===== config.mk =====
export PLATFORM = sky130hd
export DESIGN_NAME = calendar_date_adder
export DESIGN_NICKNAME = d
export VERILOG_FILES = /design/src/cda_pkg.sv /design/src/cda_div.sv /design/src/calendar_date_adder.sv
export SDC_FILE = /design/constraint.sdc
export NUM_CORES = 1
export LEC_CHECK = 0
export ABC_AREA = 1
export BUFFER_PORTS_ARGS = -buffer_cell sky130_fd_sc_hd__buf_2
export CORE_MARGIN = 4
export CORE_UTILIZATION = 35
export DETAILED_ROUTE_END_ITERATION = 16
export PLACE_DENSITY = 0.48
export SKIP_LAST_GASP = 1
export SLEW_MARGIN = 20
export SYNTH_ARGS = -nofsm -noshare
export SYNTH_HDL_FRONTEND = slang
export SYNTH_SLANG_ARGS = --single-unit

===== constraint.sdc =====
create_clock -name i_clk -period 14.3 [get_ports i_clk]
set_input_delay 1.43 -clock i_clk [delete_from_list [all_inputs] [get_ports i_clk]]
set_output_delay 1.43 -clock i_clk [all_outputs]
set_load 0.01 [all_outputs]

===== src/cda_pkg.sv =====
// shared types, constants and calendar helpers for the date adder
package cda_pkg;

    // default widths of the amount and year fields
    localparam int AMOUNT_BITS_DEF = 12;
    localparam int YEAR_BITS_DEF   = 14;

    // operation codes
    localparam logic [1:0] OP_ADD_DAYS   = 2'd0;
    localparam logic [1:0] OP_ADD_MONTHS = 2'd1;
    localparam logic [1:0] OP_ADD_YEARS  = 2'd2;
    localparam logic [1:0] OP_NEXT_MONTH = 2'd3;

    // divisors used by the shared divider
    localparam logic [4:0] MONTHS_PER_YEAR = 5'd12;
    localparam logic [4:0] YEAR_MOD_BASE   = 5'd25;

    localparam logic [3:0] MONTH_FIRST = 4'd1;
    localparam logic [3:0] MONTH_FEB   = 4'd2;
    localparam logic [3:0] MONTH_LAST  = 4'd12;
    localparam logic [4:0] FEB_LEAP_DAYS = 5'd29;

    // sequencer states
    typedef enum logic [2:0] {
        S_IDLE,
        S_DIV_MON,
        S_YEAR_MOD,
        S_DIV_YEAR,
        S_WALK,
        S_FINISH
    } t_state;

    // days in a month, month is 1..12
    function automatic logic [4:0] month_days(input logic [3:0] month, input logic leap);
        logic [4:0] days;
        begin
            unique case (month)
                4'd1:    days = 5'd31;
                4'd2:    days = leap ? FEB_LEAP_DAYS : 5'd28;
                4'd3:    days = 5'd31;
                4'd4:    days = 5'd30;
                4'd5:    days = 5'd31;
                4'd6:    days = 5'd30;
                4'd7:    days = 5'd31;
                4'd8:    days = 5'd31;
                4'd9:    days = 5'd30;
                4'd10:   days = 5'd31;
                4'd11:   days = 5'd30;
                4'd12:   days = 5'd31;
                default: days = 5'd31;
            endcase
            month_days = days;
        end
    endfunction

    // leap rule from the low year bits and the year modulo 25
    // divisible by 400 is divisible by 16 and 25, by 100 is by 4 and 25
    function automatic logic is_leap(input logic [3:0] year_lo, input logic [4:0] year_mod25);
        logic leap;
        begin
            if (year_mod25 == 5'd0) begin
                leap = (year_lo == 4'd0);
            end else begin
                leap = (year_lo[1:0] == 2'd0);
            end
            is_leap = leap;
        end
    endfunction

endpackage


===== src/cda_div.sv =====
// constant divider by twelve or twenty-five on one shared reciprocal multiplier
module cda_div #(
    parameter int W = 15
) (
    input  logic         i_clk,
    input  logic         i_rst_n,
    input  logic         i_start,
    input  logic [W-1:0] i_dividend,
    input  logic         i_by_year,
    output logic         o_done,
    output logic [W-1:0] o_quot,
    output logic [4:0]   o_rem
);

    import cda_pkg::*;

    // reciprocals rounded up, exact for every dividend below 2^W
    localparam int SH_MON  = W + 4;
    localparam int SH_YEAR = W + 5;
    localparam int RECIP_W = W + 1;
    localparam int PROD_W  = W + RECIP_W;
    localparam longint RECIP_MON_L  =
        ((longint'(1) << SH_MON) / longint'(MONTHS_PER_YEAR)) + longint'(1);
    localparam longint RECIP_YEAR_L =
        ((longint'(1) << SH_YEAR) / longint'(YEAR_MOD_BASE)) + longint'(1);
    localparam logic [RECIP_W-1:0] RECIP_MON  = RECIP_W'(RECIP_MON_L);
    localparam logic [RECIP_W-1:0] RECIP_YEAR = RECIP_W'(RECIP_YEAR_L);

    logic [W-1:0] r_num;
    logic         r_by_year;
    logic [W-1:0] r_quot, n_quot;
    logic         r_busy;
    logic         r_done;

    logic [RECIP_W-1:0] recip;
    logic [PROD_W-1:0]  prod;
    logic [4:0]         divisor;

    // one multiply by the reciprocal, then the matching shift
    always_comb begin
        recip   = r_by_year ? RECIP_YEAR : RECIP_MON;
        divisor = r_by_year ? YEAR_MOD_BASE : MONTHS_PER_YEAR;
        prod    = PROD_W'(r_num) * PROD_W'(recip);
        n_quot  = r_by_year ? W'(prod >> SH_YEAR) : W'(prod >> SH_MON);
    end

    // operand captured on start, quotient registered in the cycle after
    always_ff @(posedge i_clk) begin
        if (!i_rst_n) begin
            r_busy <= 1'b0;
            r_done <= 1'b0;
        end else begin
            r_busy <= i_start;
            r_done <= r_busy && !i_start;
        end
    end

    // datapath
    always_ff @(posedge i_clk) begin
        if (i_start) begin
            r_num     <= i_dividend;
            r_by_year <= i_by_year;
        end
        if (r_busy) begin
            r_quot <= n_quot;
        end
    end

    // remainder is below 32, so the low five bits are enough
    assign o_done = r_done;
    assign o_quot = r_quot;
    assign o_rem  = r_num[4:0] - (r_quot[4:0] * divisor);

endmodule


===== src/calendar_date_adder.sv =====
// gregorian date adder top level: sequencer, month walk and result register
//
//  channel  | valid   | stall   | payload
//  ---------+---------+---------+-------------------------------------------------
//  input    | i_valid | o_stall | i_op, i_start_day, i_start_month, i_start_year,
//           |         |         | i_amount
//  output   | o_valid | i_stall | o_res_day, o_res_month, o_res_year,
//           |         |         | o_year_overflow, o_bad_input
//
// one transaction at a time; o_stall is high from acceptance until the result is loaded.
// add years, next month and bad input go straight to the finish step; add days runs the year
// modulo 25 and the month walk first; add months also divides by twelve and needs at most one month step.
// the month walk sets the worst case: 4126 days is about 136 months.
// synchronous active-low reset; a stalled result holds and the finish step waits for it.
module calendar_date_adder #(
    parameter int AMOUNT_BITS = cda_pkg::AMOUNT_BITS_DEF,
    parameter int YEAR_BITS   = cda_pkg::YEAR_BITS_DEF
) (
    input  logic                   i_clk,
    input  logic                   i_rst_n,
    input  logic                   i_valid,
    output logic                   o_stall,
    input  logic [1:0]             i_op,
    input  logic [4:0]             i_start_day,
    input  logic [3:0]             i_start_month,
    input  logic [YEAR_BITS-1:0]   i_start_year,
    input  logic [AMOUNT_BITS-1:0] i_amount,
    output logic                   o_valid,
    input  logic                   i_stall,
    output logic [4:0]             o_res_day,
    output logic [3:0]             o_res_month,
    output logic [YEAR_BITS-1:0]   o_res_year,
    output logic                   o_year_overflow,
    output logic                   o_bad_input
);

    import cda_pkg::*;

    localparam int DIV_W = (AMOUNT_BITS + 1 > YEAR_BITS) ? AMOUNT_BITS + 1 : YEAR_BITS;
    localparam int SUM_W = DIV_W + 1;
    localparam int DAY_W = ((AMOUNT_BITS > 5) ? AMOUNT_BITS : 5) + 1;
    localparam logic [YEAR_BITS-1:0] YEAR_MAX = {YEAR_BITS{1'b1}};

    t_state r_state, n_state;

    logic [DAY_W-1:0]     r_d, n_d;
    logic [3:0]           r_m, n_m;
    logic [YEAR_BITS-1:0] r_y, n_y;
    logic [4:0]           r_r25, n_r25;
    logic                 r_ovf, n_ovf;
    logic                 r_bad, n_bad;

    logic                 r_ovalid, n_ovalid;
    logic [4:0]           r_res_day, n_res_day;
    logic [3:0]           r_res_month, n_res_month;
    logic [YEAR_BITS-1:0] r_res_year, n_res_year;
    logic                 r_res_ovf, n_res_ovf;
    logic                 r_res_bad, n_res_bad;

    logic             div_start;
    logic [DIV_W-1:0] div_dividend;
    logic             div_by_year;
    logic             div_done;
    logic [DIV_W-1:0] div_quot;
    logic [4:0]       div_rem;

    logic             accept;
    logic             in_bad;
    logic [SUM_W-1:0] year_sum;
    logic [SUM_W-1:0] amt_sum;
    logic [DIV_W-1:0] month_index;
    logic [4:0]       cur_days;
    logic             out_free;

    // shared reciprocal divider, by 12 for months and by 25 for the leap rule
    cda_div #(
        .W (DIV_W)
    ) u_div (
        .i_clk      (i_clk),
        .i_rst_n    (i_rst_n),
        .i_start    (div_start),
        .i_dividend (div_dividend),
        .i_by_year  (div_by_year),
        .o_done     (div_done),
        .o_quot     (div_quot),
        .o_rem      (div_rem)
    );

    // shared helpers
    always_comb begin
        accept      = i_valid && (r_state == S_IDLE);
        in_bad      = (i_start_month < MONTH_FIRST) || (i_start_month > MONTH_LAST)
                      || (i_start_day == 5'd0);
        month_index = DIV_W'(i_start_month) - DIV_W'(1) + DIV_W'(i_amount);
        amt_sum     = SUM_W'(i_start_year) + SUM_W'(i_amount);
        year_sum    = SUM_W'(r_y) + SUM_W'(div_quot);
        cur_days    = month_days(r_m, is_leap(r_y[3:0], r_r25));
        out_free    = !r_ovalid || !i_stall;
    end

    // sequencer and month walk
    always_comb begin
        n_state      = r_state;
        n_d          = r_d;
        n_m          = r_m;
        n_y          = r_y;
        n_r25        = r_r25;
        n_ovf        = r_ovf;
        n_bad        = r_bad;
        div_start    = 1'b0;
        div_dividend = DIV_W'(r_y);
        div_by_year  = 1'b1;

        n_ovalid     = r_ovalid && i_stall;
        n_res_day    = r_res_day;
        n_res_month  = r_res_month;
        n_res_year   = r_res_year;
        n_res_ovf    = r_res_ovf;
        n_res_bad    = r_res_bad;

        unique case (r_state)
            S_IDLE: begin
                if (accept) begin
                    n_d   = DAY_W'(i_start_day);
                    n_m   = i_start_month;
                    n_y   = i_start_year;
                    n_ovf = 1'b0;
                    n_bad = in_bad;
                    if (in_bad) begin
                        n_d     = DAY_W'(1);
                        n_m     = MONTH_FIRST;
                        n_state = S_FINISH;
                    end else begin
                        unique case (i_op)
                            OP_ADD_DAYS: begin
                                n_d     = DAY_W'(i_start_day) + DAY_W'(i_amount);
                                n_state = S_YEAR_MOD;
                            end
                            OP_ADD_MONTHS: begin
                                div_start    = 1'b1;
                                div_dividend = month_index;
                                div_by_year  = 1'b0;
                                n_state      = S_DIV_MON;
                            end
                            OP_ADD_YEARS: begin
                                if (amt_sum[SUM_W-1:YEAR_BITS] != '0) begin
                                    n_y   = YEAR_MAX;
                                    n_ovf = 1'b1;
                                end else begin
                                    n_y = amt_sum[YEAR_BITS-1:0];
                                end
                                n_state = S_FINISH;
                            end
                            OP_NEXT_MONTH: begin
                                if (i_start_month == MONTH_LAST) begin
                                    n_m = MONTH_FIRST;
                                    if (i_start_year == YEAR_MAX) begin
                                        n_ovf = 1'b1;
                                    end else begin
                                        n_y = i_start_year + 1'b1;
                                    end
                                end else begin
                                    n_m = i_start_month + 1'b1;
                                end
                                n_state = S_FINISH;
                            end
                            default: n_state = S_FINISH;
                        endcase
                    end
                end
            end
            // months: quotient goes to the year, remainder plus one is the new month
            S_DIV_MON: begin
                if (div_done) begin
                    n_m = div_rem[3:0] + 1'b1;
                    if (year_sum[SUM_W-1:YEAR_BITS] != '0) begin
                        n_y   = YEAR_MAX;
                        n_ovf = 1'b1;
                    end else begin
                        n_y = year_sum[YEAR_BITS-1:0];
                    end
                    n_state = S_YEAR_MOD;
                end
            end
            // current year modulo 25 for the leap rule
            S_YEAR_MOD: begin
                div_start = 1'b1;
                n_state   = S_DIV_YEAR;
            end
            S_DIV_YEAR: begin
                if (div_done) begin
                    n_r25   = div_rem;
                    n_state = S_WALK;
                end
            end
            // one month per cycle while the day is past the month end
            S_WALK: begin
                if (r_d > DAY_W'(cur_days)) begin
                    n_d = r_d - DAY_W'(cur_days);
                    if (r_m == MONTH_LAST) begin
                        n_m = MONTH_FIRST;
                        if (r_y == YEAR_MAX) begin
                            n_ovf = 1'b1;
                        end else begin
                            n_y   = r_y + 1'b1;
                            n_r25 = (r_r25 == YEAR_MOD_BASE - 5'd1) ? 5'd0 : r_r25 + 5'd1;
                        end
                    end else begin
                        n_m = r_m + 1'b1;
                    end
                end else begin
                    n_state = S_FINISH;
                end
            end
            // load the result register once it is free
            S_FINISH: begin
                if (out_free) begin
                    n_ovalid    = 1'b1;
                    n_res_day   = r_d[4:0];
                    n_res_month = r_m;
                    n_res_year  = r_y;
                    n_res_ovf   = r_ovf;
                    n_res_bad   = r_bad;
                    n_state     = S_IDLE;
                end
            end
            default: n_state = S_IDLE;
        endcase
    end

    // control registers
    always_ff @(posedge i_clk) begin
        if (!i_rst_n) begin
            r_state  <= S_IDLE;
            r_ovalid <= 1'b0;
        end else begin
            r_state  <= n_state;
            r_ovalid <= n_ovalid;
        end
    end

    // working and result registers
    always_ff @(posedge i_clk) begin
        r_d         <= n_d;
        r_m         <= n_m;
        r_y         <= n_y;
        r_r25       <= n_r25;
        r_ovf       <= n_ovf;
        r_bad       <= n_bad;
        r_res_day   <= n_res_day;
        r_res_month <= n_res_month;
        r_res_year  <= n_res_year;
        r_res_ovf   <= n_res_ovf;
        r_res_bad   <= n_res_bad;
    end

    assign o_stall         = (r_state != S_IDLE);
    assign o_valid         = r_ovalid;
    assign o_res_day       = r_res_day;
    assign o_res_month     = r_res_month;
    assign o_res_year      = r_res_year;
    assign o_year_overflow = r_res_ovf;
    assign o_bad_input     = r_res_bad;

endmodule


==> impl_summary.md <==
Synth
The cell count after synthesis came out at 1808. Yosys mapped the design onto 54 distinct sky130hd cell types. After synthesis, the mean cell area works out to 7.53 µm². The proportion of synthesized flip-flops having asynchronous set or reset is 0%. For this run, the number of Yosys warnings is 0.

The flop and latch count out of synthesis is 95. The post-synthesis cell area is 13600 µm². The flip-flop cell with the highest count after synthesis is sky130_fd_sc_hd__edfxtp_1. After synthesis, the largest area contributor takes up 19.6% of total cell area.

Counting every net in the synthesized netlist gives 2133. The share of synthesized area occupied by flip-flops and latches is 20.5%. Ranked by total cell area, the synthesized netlist is headed by sky130_fd_sc_hd__edfxtp_1, sky130_fd_sc_hd__ha_1, sky130_fd_sc_hd__fa_1, sky130_fd_sc_hd__nand2_1, sky130_fd_sc_hd__inv_1.

The top cell type by total area after synthesis is sky130_fd_sc_hd__edfxtp_1. The number of enable-type register cells in the synthesized netlist is 89.

Layout
In the final layout, the share of cells above drive strength 1 is 6.56%. The final layout net count is 2194. The layout overhead on the synthesized area is 8.84%. The repair_antennas step left the layout with diodes totalling 0.

Route
The first routing iteration left 807 violations. After detailed routing, the average wire length per cell comes to 17.3 µm. The first detailed-routing pass ran for 5 iterations.

In the routed design, unresolved DRC markers number 0. The number of antenna-violating nets in the routed design is 0. Summed over all layers, the routed wires come to 41400 µm.

In the routed layout, each cell is associated on average with a via count of 4.98. The via count is 11912.

STA
The final clock skew is 15.5 ps. The total negative slack is 0 ps. The total count of max-transition violations in the final report is 0.

The ratio of final minimum period to clock period is 42.6%. The maximum clock frequency is 164 MHz. The total setup violations reported at the end of the flow is 0. The final number of hold-violating endpoints was 0. The worst slew slack as a fraction of its limit is 31.3%.

Setup repair after global routing left no endpoint under its margin. The minimum clock period is 6090 ps. For the pin with the worst max-slew slack, the measured transition is 1030 ps.

Setup path
For this run, the slowest stage of the critical path takes 570 ps. STA classifies the critical path startpoint as a flop. The slowest stage of the critical path belongs to the cell sky130_fd_sc_hd__fa_1.

The largest driver fanout on the critical path is 48. Among the stages of the critical path, the cell type that occurs most often is sky130_fd_sc_hd__fa_1. The worst endpoint data arrival time is 6220 ps. The critical path goes through buf_4, inv_2, nand2_1, xor2_1, inv_1, ha_1, inv_1, fa_1, inv_1, fa_1, fa_1, fa_1, fa_1, ha_1, a21oi_1, inv_1, a21oi_1, o21bai_1, a21oi_1, nand3_1, nand3_1, nand2_1. For the worst setup path, the data required time is 14420 ps. The setup path with the least slack is of type reg -> reg.

The critical path endpoint category is a flop.

Die
The area of the placeable core is 38600 µm². Measured along the y axis, the die boundary spans 205 µm. The initial cell density of the core is 35.3%.

The width of the die is 205 µm. During I/O placement, the number of pins put on the boundary was 68. The floorplan has 72 rows. The area enclosed by the die boundary is 42100 µm².

CTS
TritonCTS built the clock tree. Buffers inserted to repair hold after CTS numbered 0. Once the clock tree was built, the resizer swapped 0 gates to a different size. The clock drives 95 sinks.

Counting along the longest clock path gives a buffer depth of 2. CTS placed an instance of sky130_fd_sc_hd__clkbuf_16 at the clock tree root. The setup fix buffers added after clock tree synthesis is 0. Clock latency on the worst-skew pair, taken at its later pin, is 380 ps. The clock transition at the registers of the reported paths is 70 ps. The H-tree was split into 3 levels. The number of buffers created by CTS is 9.

Hold path
The class of the worst hold path is reg -> reg.

Run status
The flow ran to the end, and the final reports show no timing, DRC or antenna violations.

Placed design
After legalization and detailed placement, the total HPWL measured 34800 µm. During placement, the flow inserted port buffers numbering 67. The weighted congestion at the end of routability-driven global placement is 0.908.

Global routing
The total routing usage reported by global routing is 19.9%. Global routing finished with a remaining overflow of 0. The global-route wire length before repair is 65000 µm.

The via count of the first global-routing pass is 11834. The initial antenna violation count is 0. Entering global routing, the biggest net connects 49 pins.

Flow run
Across the run, the number of max-cap violations was 0.
-- Yosys cell counts (all sizes together), types with 3 or more instances --
cell type,instances
o21ai,95
ha,189
o22ai,7
o21bai,9
a211oi,3
buf,17
nand2,416
xnor2,18
a21oi,97
o211ai,8
clkbuf,6
xor2,28
or2,7
nand3b,6
a31oi,7
nand3,151
edfxtp,89
nor2,149
a21o,8
inv,324
nor3,28
nand4,25
fa,95
a22oi,4
dfxtp,6
-- flip-flops by register name, indices dropped and copies added (netlist names) --
name             count
r_y                 14
o_year_overflow      1
r_bad                1
o_res_year          14
u_div.r_busy         1
r_r25                5
u_div.r_num         14
o_res_day            5
u_div.o_done         1
r_m                  4
o_res_month          4
r_ovf                1
o_valid              1
o_bad_input          1
r_d                 13
u_div.r_by_year      1
u_div.o_quot        11
r_state              3
-- layout by cell type (no fill, tap or decap), types with 25 or more instances in the layout --
cell	netlist	final
sky130_fd_sc_hd__a21oi_1	97	96
sky130_fd_sc_hd__o21ai_0	84	83
sky130_fd_sc_hd__nor2_1	143	143
sky130_fd_sc_hd__nand3_1	145	145
sky130_fd_sc_hd__nand2_1	413	413
sky130_fd_sc_hd__buf_2	6	67
sky130_fd_sc_hd__nand4_1	25	25
sky130_fd_sc_hd__xor2_1	28	28
sky130_fd_sc_hd__edfxtp_1	89	89
sky130_fd_sc_hd__inv_1	316	316
sky130_fd_sc_hd__ha_1	189	189
sky130_fd_sc_hd__fa_1	95	95
-- worst max-delay path, delay by kind of cell, from the launching register on --
kind                       cells  cell delay (ps)
AOI/OAI and AO/OA              4              720
xor gates and xnor gates       1              160
adders and majority gates      7             3130
buffers and inverters          6              950
DFF                            1              320
and+or+nand+nor                4              550
-- path summary, 6_finish.rpt --
check	from	to	slack, ps	cells after the start
worst max-delay path	u_div.r_by_year	u_div.o_quot[9]	8210	22
worst min register to register	r_bad	o_bad_input	430	0
worst min-delay path	r_bad	o_bad_input	430	0
worst max register to register	u_div.r_by_year	u_div.o_quot[9]	8210	22
-- cell families after synthesis --
group | after synthesis | synth area share (%)
compound gates | 248 | 10.1
xor+xnor | 46 | 2.96
fa+ha+maj | 284 | 31.3
buf+inv | 347 | 9.94
flops | 95 | 20.5
other cells | 1 | 0.0275
simple gates | 787 | 25.2
-- per-layer routing --
layer / vias up / track usage [%] / wire length, µm
met4: 0 / 4.02 / 566
met1: 5603 / 25.9 / 18600
met5: - / 0 / 0
li1: 6062 / - / -
met2: 221 / 35.7 / 20800
met3: 26 / 2.14 / 1430
-- through the flow --
step                instance area (µm²)  utilization [%]  worst slack [ps]  hold slack, ps  std cells
finish                            14800             38.5              8210             426       2392
floorplan                         13600                -              8930             400       1808
global placement                  14500             37.7              8250             413       2376
CTS                               14800             38.5              8170             429       2392
detailed placement                14500             37.7              8180             409       2376
global route                      14800             38.5              7760             441       2392
-- layout make-up --
class	instances	area [µm²]
Clock inverter	5	66.3
Tap cell	518	648
Sequential cell	95	2790
Clock buffer	11	233
Multi-Input combinational cell	1366	9490
Timing Repair Buffer	73	380
Fill cell	4226	23700
Inverter	324	1220
Power is left out: the tool's default activity adds up to more than one toggle a clock period on the data nets, which glitch-free logic cannot reach.
